--- src/hdl/dics_pkg.sv ---
// ----------------------------------------------------------------------------
// dics_pkg: shared types and constants for the inverse-CDF sampler
// Table geometry, field widths, command and status codes, and the request
// bundle that the sequencer sends to the cumulative table memory.
// ----------------------------------------------------------------------------
package dics_pkg;

	localparam int MAX_EVENTS = 256;
	localparam int IDX_W      = $clog2(MAX_EVENTS);
	localparam int CNT_W      = $clog2(MAX_EVENTS + 1);
	localparam int PROB_BITS  = 16;
	localparam int TOTAL_BITS = 24;
	localparam int OUT_IDX_W  = 8;
	localparam int STATUS_W   = 2;

	localparam logic [TOTAL_BITS-1:0] TOTAL_MAX = {TOTAL_BITS{1'b1}};

	localparam logic CMD_LOAD   = 1'b0;
	localparam logic CMD_SAMPLE = 1'b1;

	localparam logic [STATUS_W-1:0] STAT_LOADED  = 2'd0;
	localparam logic [STATUS_W-1:0] STAT_SAMPLED = 2'd1;
	localparam logic [STATUS_W-1:0] STAT_FULL    = 2'd2;
	localparam logic [STATUS_W-1:0] STAT_EMPTY   = 2'd3;

	typedef logic [IDX_W-1:0]      idx_t;
	typedef logic [CNT_W-1:0]      cnt_t;
	typedef logic [TOTAL_BITS-1:0] total_t;
	typedef logic [PROB_BITS-1:0]  prob_t;

	// Write and read request to the cumulative table.
	typedef struct packed {
		logic   we;
		idx_t   waddr;
		total_t wdata;
		idx_t   raddr;
	} mem_req_t;

endpackage

--- src/hdl/dics_seq.sv ---
// ----------------------------------------------------------------------------
// dics_seq: command sequencer with the shared compare unit
// Appends saturated prefix sums on load; on sample, streams table entries
// through one comparator until the first entry above the random value or the last.
// ----------------------------------------------------------------------------
module dics_seq (
	input  logic                              clk,
	input  logic                              arst_n,
	input  logic                              start,
	input  logic                              cmd,
	input  dics_pkg::prob_t                   weight,
	input  logic                              first_entry,
	input  dics_pkg::prob_t                   random_value,
	output logic                              busy,
	output logic                              done,
	output logic [dics_pkg::OUT_IDX_W-1:0]    event_index,
	output logic [dics_pkg::STATUS_W-1:0]     status,
	output dics_pkg::mem_req_t                mem_req,
	input  dics_pkg::total_t                  mem_rdata
);
	import dics_pkg::*;

	typedef enum logic {ST_IDLE, ST_WALK} state_t;

	state_t  state_q;
	cnt_t    count_q;
	total_t  total_q;
	prob_t   rnd_q;
	idx_t    addr_q;
	idx_t    cmp_idx_q;
	logic    cmp_vld_q;
	logic    done_q;
	logic [OUT_IDX_W-1:0] index_q;
	logic [STATUS_W-1:0]  status_q;

	logic                  accept;
	cnt_t                  eff_count;
	total_t                eff_total;
	logic                  full;
	logic [TOTAL_BITS:0]   sum;
	total_t                sat_sum;
	idx_t                  last_idx;
	logic                  hit;
	logic                  at_last;

	assign accept    = start && (state_q == ST_IDLE);
	assign eff_count = first_entry ? '0 : count_q;
	assign eff_total = first_entry ? '0 : total_q;
	assign full      = (eff_count == cnt_t'(MAX_EVENTS));
	assign sum       = {1'b0, eff_total} + (TOTAL_BITS + 1)'(weight);
	assign sat_sum   = sum[TOTAL_BITS] ? TOTAL_MAX : sum[TOTAL_BITS-1:0];

	// Only the lowest bits of the count matter here: the walk starts only
	// with a non-empty table, so count - 1 always fits the index.
	assign last_idx  = idx_t'(count_q - cnt_t'(1));
	assign hit       = (TOTAL_BITS'(rnd_q) < mem_rdata);
	assign at_last   = (cmp_idx_q == last_idx);

	always_comb begin
		mem_req.we    = accept && (cmd == CMD_LOAD) && !full;
		mem_req.waddr = eff_count[IDX_W-1:0];
		mem_req.wdata = sat_sum;
		mem_req.raddr = addr_q;
	end

	always_ff @(posedge clk or negedge arst_n) begin
		if (!arst_n) begin
			state_q   <= ST_IDLE;
			count_q   <= '0;
			total_q   <= '0;
			cmp_vld_q <= 1'b0;
			done_q    <= 1'b0;
		end else begin
			done_q <= 1'b0;
			unique case (state_q)
				ST_IDLE: begin
					if (accept) begin
						if (cmd == CMD_LOAD) begin
							done_q <= 1'b1;
							if (full) begin
								index_q  <= '0;
								status_q <= STAT_FULL;
								count_q  <= eff_count;
								total_q  <= eff_total;
							end else begin
								index_q  <= OUT_IDX_W'(eff_count);
								status_q <= STAT_LOADED;
								count_q  <= eff_count + cnt_t'(1);
								total_q  <= sat_sum;
							end
						end else if (count_q == '0) begin
							done_q   <= 1'b1;
							index_q  <= '0;
							status_q <= STAT_EMPTY;
						end else begin
							state_q   <= ST_WALK;
							rnd_q     <= random_value;
							addr_q    <= '0;
							cmp_vld_q <= 1'b0;
						end
					end
				end
				ST_WALK: begin
					addr_q    <= addr_q + idx_t'(1);
					cmp_idx_q <= addr_q;
					cmp_vld_q <= 1'b1;
					if (cmp_vld_q && (hit || at_last)) begin
						state_q   <= ST_IDLE;
						cmp_vld_q <= 1'b0;
						done_q    <= 1'b1;
						index_q   <= OUT_IDX_W'(cmp_idx_q);
						status_q  <= STAT_SAMPLED;
					end
				end
				default: state_q <= ST_IDLE;
			endcase
		end
	end

	assign busy        = (state_q != ST_IDLE);
	assign done        = done_q;
	assign event_index = index_q;
	assign status      = status_q;

endmodule
--- config.mk ---
export PLATFORM = sky130hd
export DESIGN_NAME = dics_seq
export DESIGN_NICKNAME = d
export VERILOG_FILES = /design/src/hdl/dics_pkg.sv /design/src/hdl/dics_seq.sv
export SDC_FILE = /design/constraint.sdc
export NUM_CORES = 1
export LEC_CHECK = 0
export CORE_MARGIN = 5
export CORE_UTILIZATION = 58
export DETAILED_ROUTE_END_ITERATION = 12
export DONT_BUFFER_PORTS = 1
export GPL_TIMING_DRIVEN = 0
export PLACE_DENSITY_LB_ADDON = 0.3
export SLEW_MARGIN = 10
export SYNTH_ARGS = -nofsm -noshare
export SYNTH_HDL_FRONTEND = slang
export SYNTH_SLANG_ARGS = --single-unit
--- constraint.sdc ---
create_clock -name clk -period 3.1 [get_ports clk]
set_input_delay 0.155 -clock clk [delete_from_list [all_inputs] [get_ports clk]]
set_output_delay 0.155 -clock clk [all_outputs]
set_load 0.1 [all_outputs]
==> summary.md, run 1 <==
| Metric | Value |
|---|---|
| Slew HR | ~28% |
| DRT Pass-1 Iters | 6 |
| Int Pwr | 3.107 mW |
| Clock root cell | clkbuf_8 |
| Mapped cell area | around 0.0055 mm^2 |
| GP Congestion | 0.9077 |
| Grt total ovfl | 0 |
| Clock share of power | between 10% and 20% |
| Initial DRC Count | 614 |
| Global Route Usage Sum | around 28% |
| Ys flop type | edfxtp_1 |
| DIE HEIGHT | 107.0 um |
| Status | finished, violations left |
| Launch point of the worst path | total_q[13] |
| Register area share after synthesis | 39.63% |
| DIE WIDTH | 107.0 um |
| Clock Sinks | 78 |
| Worst-skew pair later-pin latency | 0.36 ns |
| Final HPWL DP | around 11000 um |
| Share of layout cells above drive strength 1 | 27.33% |
| CTS clk-pin slew, worst paths | 0.09 ns |
| Leakage power total | ~3 nW |
| Final-report hold violation count | 0 |
| DRC Markers | 0 |
| Worst setup SP type | register |
| Number of synthesized register bits | 78 |
| Seq pwr share | around 30% |
| Design area | 0.007312 mm^2 |
| Row count | 35 |
| TritonCTS buffer count | 9 |
| Synth async-reset ratio | 46.15% |
| Pwr Density | 959.1 mW/mm^2 |
| CTS Buffer Depth | 2 |
| Commonest non-fill, non-tap cell in the layout | nand2_1 |
| Number of synthesized flops with an enable pin | 42 |
| Slowest stage cell, crit path | mux2i_4 |
| Core ar. | between 0.009 and 0.01 mm^2 |
| Minimum clock period | 3.370 ns |
| Library cells used by synthesis | 69 |
| Type of the worst setup path | reg2out |
| CTS tree | done |
| Worst setup EP type | primary output |
| Post-route ant nets | 0 |
| Layout area overhead | 34.04% |
| Ports | 114 |
| First-pass GRT wire length | 25190 um |
| Initial core utilization | around 59% |
| Via count | 5333 |
| CTS HTree Levels | 3 |
| DR vias/cell | 6.855 |
| Setup Skew | between 0.015 and 0.02 ns |
| Final worst slack | -0.2699 ns |
| Average wire per standard cell | 22.88 um |
| Slew @ Worst Pin | 1.077 ns |
| Failing checks | setup timing |
| Worst EP arrival | 3.21 ns |
| # Max-Cap Violations | 0 |
| Worst path max stage delay | 0.71 ns |
| Synthesized area per cell | 9.262 um^2 |
| Worst vdd ir | 0.6730 mV |
| Final Routed Wirelength | 17800 um |
| Final setup viols | 23 |
| CP bufs+invs | 0 |
| Syn. warnings | 0 |
| Crit-path leading delay family | compound AO/OA/AOI/OAI gates |
| WHS | 0.05251 ns |
| Die area | 0.01144 mm^2 |
| Sw Share | 55.69% |
| Post-Syn Instances | 589 |
| Switching Power | 3.906 mW |
| Initial antenna violation count | 0 |
| Combinational share of power | slightly below 60% |
| RSZ-0062 raised after global routing | true |
| Slew Limit Fails | 0 |
| Net Count, Synth | ~690 |
| Hold crit path type | in2reg |
| Fmax | 296.7 MHz |
| Pin count of the biggest net entering global routing | 37 |
| R2R Path Start | total_q[0] |
| Dpl cell area | roughly 0.0058 mm^2 |
| Port-buffer cells | 0 |
| Hold Crit Start | cmd |
| CP cell instances | nor2b_4 > ha_4 > a211oi_1 > o21ai_1 > o21ai_1 > nor2_4 > nand2_2 > mux2i_4 |
| Most frequent cells in the layout | nand2_1 (45), edfxtp_1 (42), nor2_1 (41) |
| Critical Path RT | 2.94 ns |
| Nets@finish | 760 |
| Most used cell, CP | o21ai_1 |
| Critical path fanouts, max | 5 |
| Ratio of final minimum period to clock period | 108.7% |
| Vias in the first global route | 5096 |
-- repair_timing --
action | 4_1_cts | 5_1_grt
gates cloned | 1 | 0
gates resized for setup | 115 | 58
hold buffers | 18 | 0
pin swaps | 22 | 30
setup endpoints to repair | 63 | 50
endpoints found under the hold margin | 52 | 0
setup buffers | 22 | 19
-- registers in the layout (all words and copies together) (netlist names) --
signal	count
done	1
count_q	9
total_q	24
addr_q	8
busy	1
event_index	8
cmp_idx_q	8
cmp_vld_q	1
status	2
rnd_q	16
-- cells in the mapped netlist (8+ instances only) --
cell	n	area, um^2
nand2_1	62	232.7
nor2_1	44	165.2
edfxtp_1	42	1261
a21oi_1	39	195.2
ha_1	37	462.9
dfrtp_1	36	900.9
o21ai_0	34	170.2
inv_1	27	101.4
nor2b_1	24	150.1
nand3_1	19	95.09
xor2_1	16	140.1
a31oi_1	15	93.84
and2_1	15	93.84
xnor2_1	15	131.4
clkbuf_1	14	52.55
a21o_1	9	67.56
and3_1	9	56.30
buf_2	9	45.04
nor3_1	9	45.04
a211oi_1	8	60.06
mux2i_1	8	80.08
nand2b_1	8	50.05
-- area by class of cell --
class	count	area (um^2)
clock inverter	6	63.81
inverter	29	108.9
fill	522	1884
tap	111	138.9
sequential	78	2163
timing repair buffer	64	619.3
multi-input combinational	455	3890
clock buffer	10	127.6
antenna	1	2.502
buffer	24	197.7
-- worst reg2reg max path: cells and delay by family (launching register included) --
kind / cells / cell delay, ns
AO/OA/AOI/OAI: 3 / 0.71
buffers and inverters: 4 / 0.61
adder cells (fa/ha/maj): 2 / 0.51
flip-flops: 1 / 0.38
multiplexers: 1 / 0.33
AND/OR/NAND/NOR: 3 / 0.42
-- kinds of logic after synthesis --
group / count (synthesis) / synth area share [%]
buf+inv: 56 / 4.335
mux: 11 / 2.156
flops: 78 / 39.63
xor+xnor: 31 / 4.977
simple gates: 214 / 20.18
fa+ha+maj: 38 / 8.853
compound gates: 161 / 19.86
-- stage by stage --
stage	instances	power, mW	worst slack, ns	TNS (ns)	utilization, %
floorplan	589	4.656	-0.07142	-0.7322	-
global placement	700	5.008	-0.8564	-32.91	61.89
detailed placement	705	5.085	-0.8900	-32.06	62.82
CTS	760	6.429	-0.1522	-0.7800	74.53
global route	777	7.272	-0.3047	-4.875	79.48
finish	778	7.013	-0.2699	-2.773	79.51
-- metal layers --
layer	part of all wire [%]	up-vias	global-route usage, %
li1	-	2295	-
met1	37	2525	34.71
met2	47	394	45.23
met3	9.6	119	7.104
met4	6.1	0	14.25
met5	0	-	0
-- worst paths after layout --
kind                          endpoint  slack, ns  cells after the start
setup / recovery           mem_req[28]      -0.27                      8
hold reg to reg             total_q[1]       0.51                      1
setup reg to reg            total_q[1]       0.01                     13
hold / removal              count_q[0]       0.05                      3
max in group asynchronous    cmp_vld_q       2.57                      2
min in group asynchronous  total_q[13]       0.31                      2
-- power by group through the flow --
stage                     registers, mW  clock network (mW)  logic [mW]
after CTS                          2.07               0.777        3.58
final                              2.11               0.778        4.13
after detailed placement           2.10                   0        2.99
after global placement             2.08                   0        2.92
after floorplan                    2.04                   0        2.62
after global routing               2.13               0.823        4.31
(Power assumes the default switching activity.)
==> run 2: changes to the inputs <==
--- a/config.mk
+++ b/config.mk
@@ -6,7 +6,7 @@
 export NUM_CORES = 1
 export LEC_CHECK = 0
 export CORE_MARGIN = 5
-export CORE_UTILIZATION = 58
+export CORE_UTILIZATION = 60
 export DETAILED_ROUTE_END_ITERATION = 12
 export DONT_BUFFER_PORTS = 1
 export GPL_TIMING_DRIVEN = 0
==> constraint.sdc (replaced) <==
create_clock -name clk -period 3.36 [get_ports clk]
set_input_delay 0.168 -clock clk [delete_from_list [all_inputs] [get_ports clk]]
set_output_delay 0.168 -clock clk [all_outputs]
set_load 0.1 [all_outputs]
==> summary.md, run 2 (same netlist as run 1, synthesis figures left out) <==
| Metric | Value |
|---|---|
| Die area | approximately 0.011 mm^2 |
| Type of the worst setup path | reg2out |
| DRT Pass-1 Iters | 5 |
| Slew Limit Fails | 0 |
| Clock Sinks | 78 |
| Global Route Usage Sum | a little over a quarter |
| Design area | 0.006644 mm^2 |
| Ports | 114 |
| Worst path max stage delay | 0.62 ns |
| Setup Skew | around 0.014 ns |
| DRC Markers | 0 |
| Regs by FF count | total_q (24), rnd_q (16), count_q (9) |
| Slew HR | 24.01% |
| Slew @ Worst Pin | 1.135 ns |
| Leakage power total | 2.688 nW |
| Worst setup SP type | register |
| Hold crit path type | in2reg |
| Port-buffer cells | 0 |
| Final worst slack | -0.01701 ns |
| TritonCTS buffer count | 9 |
| DIE WIDTH | 105.4 um |
| DIE HEIGHT | 105.4 um |
| Nets@finish | 729 |
| Max reg flops | 24 |
| Slowest stage cell, crit path | mux2i_4 |
| Critical path fanouts, max | 8 |
| Final Routed Wirelength | 15580 um |
| Dpl cell area | 0.005732 mm^2 |
| CP bufs+invs | 0 |
| Share of layout cells above drive strength 1 | 18.58% |
| Minimum clock period | 3.377 ns |
| Post-route ant nets | 0 |
| CP cell instances | nor2b_1 > ha_1 > o21ai_0 > o2111ai_2 > a21o_1 > and3_1 > nor2_1 > mux2i_4 |
| Via count | 4990 |
| Pwr Density | ~890 mW/mm^2 |
| RSZ-0062 raised after global routing | true |
| Status | finished, violations left |
| Final setup TNS | -0.02414 ns |
| Ant. Diodes | 0 |
| DR vias/cell | 6.716 |
| Ratio of final minimum period to clock period | 100.5% |
| Initial antenna violation count | 0 |
| Worst-skew pair later-pin latency | between 0.3 and 0.4 ns |
| Initial DRC Count | around 330 |
| GP Congestion | 0.9690 |
| WHS | approximately 0.063 ns |
| Failing checks | setup timing |
| # Max-Cap Violations | 0 |
| Row count | 34 |
| Final HPWL DP | 10670 um |
| CTS HTree Levels | 3 |
| Commonest non-fill, non-tap cell in the layout | nand2_1 |
| CTS tree | done |
| DP Worst Slack | -0.9414 ns |
| Final setup viols | 2 |
| Worst setup EP type | primary output |
| CTS clk-pin slew, worst paths | 0.09 ns |
| Average wire per standard cell | 20.97 um |
| Met3 Routed Length | 1326 um |
| Top Layer Used | met4 |
| CTS Buffer Depth | 2 |
| Initial core utilization | 61.95% |
| Fmax | 296.1 MHz |
| First-pass GRT wire length | roughly 24000 um |
| # fillers | 579 |
| Crit-path leading delay family | compound AO/OA/AOI/OAI gates |
| Critical Path RT | 3.19 ns |
| Worst vdd ir | 0.6435 mV |
| Grt total ovfl | 0 |
| Reg with most FFs | total_q |
| Clock root cell | clkbuf_8 |
| Core ar. | slightly below 0.009 mm^2 |
| Layout area overhead | 21.79% |
| Worst EP arrival | 3.21 ns |
| Met2 WL | 7706 um |
| Post-Route M1 WL | 6029 um |
| Vias in the first global route | just under 5000 |
| Pin count of the biggest net entering global routing | 37 |
| Final-report hold violation count | 0 |
| Most frequent cells in the layout | nand2_1 (46), nor2_1 (42), edfxtp_1 (42) |
-- run 2: cell count changes in the layout (fill, tap and decap cells not counted), moves of 5 or more --
| cell | delta |
|---|---|
| nor2b_1 | +7 |
| ha_2 | +5 |
| ha_4 | -11 |
| nand2_8 | -5 |
| ha_1 | +6 |
| buf_4 | -29 |
-- run 2: area by class of cell --
cell class / instances / area [um^2] / area share, %
plain buffers: 24 / 170.2 / 2.561
clock buffers: 10 / 127.6 / 1.921
clock inverters: 6 / 71.32 / 1.073
inverters: 29 / 108.9 / 1.638
multi-input cells: 455 / 3505 / 52.75
flip-flops and latches: 78 / 2162 / 32.54
well taps: 108 / 135.1 / 2.034
repair buffers: 33 / 364.1 / 5.480
-- run 2: power by group --
group | internal (mW) | switching, mW | total [mW]
Combinational | 0.920 | 2.35 | 3.27
Clock | 0.349 | 0.380 | 0.729
Sequential | 1.29 | 0.650 | 1.94
-- run 2: final timing paths --
| kind | start | to | slack [ns] | cells past startpoint |
|---|---|---|---|---|
| worst max-delay path | total_q[15] | mem_req[29] | -0.02 | 8 |
| worst min-delay path | cmd | count_q[0] | 0.06 | 3 |
| worst max register to register | total_q[0] | total_q[1] | 0.12 | 11 |
| worst min register to register | total_q[1] | total_q[1] | 0.52 | 1 |
| max in group asynchronous | arst_n | count_q[2] | 2.85 | 2 |
| min in group asynchronous | arst_n | total_q[0] | 0.31 | 2 |
-- run 2: worst register-to-register path: stages (launching register included) --
cell and delay (ns):
dfrtp_1 0.40, nor2b_4 0.14, ha_4 0.17, fa_2 0.42
a211oi_2 0.28, o211ai_1 0.16, buf_4 0.18, a21o_1 0.23
nand3_1 0.18, buf_6 0.20, nand2b_2 0.37, mux2_2 0.41
-- run 2: repair_timing --
action                                  4_1_cts  5_1_grt
setup buffers                                 2        9
gates resized for setup                      62       41
pin swaps                                     5       11
hold buffers                                 18        0
endpoints found under the hold margin        52        0
endpoints found under the setup margin       52       41
-- run 2: routing by layer --
layer  vias up  GRT usage, %
met5         -             0
met4         0         10.12
met3        59         6.051
met2       289         44.99
met1      2400         33.61
li1       2242             -
-- run 2: stage by stage --
stage	power, mW	utilization (%)	std cells
final	5.941	75.45	743
after global routing	6.188	75.45	743
after CTS	5.661	72.34	736
after detailed placement	4.684	65.09	701
after global placement	4.594	64.31	697
after floorplan	4.276	-	589
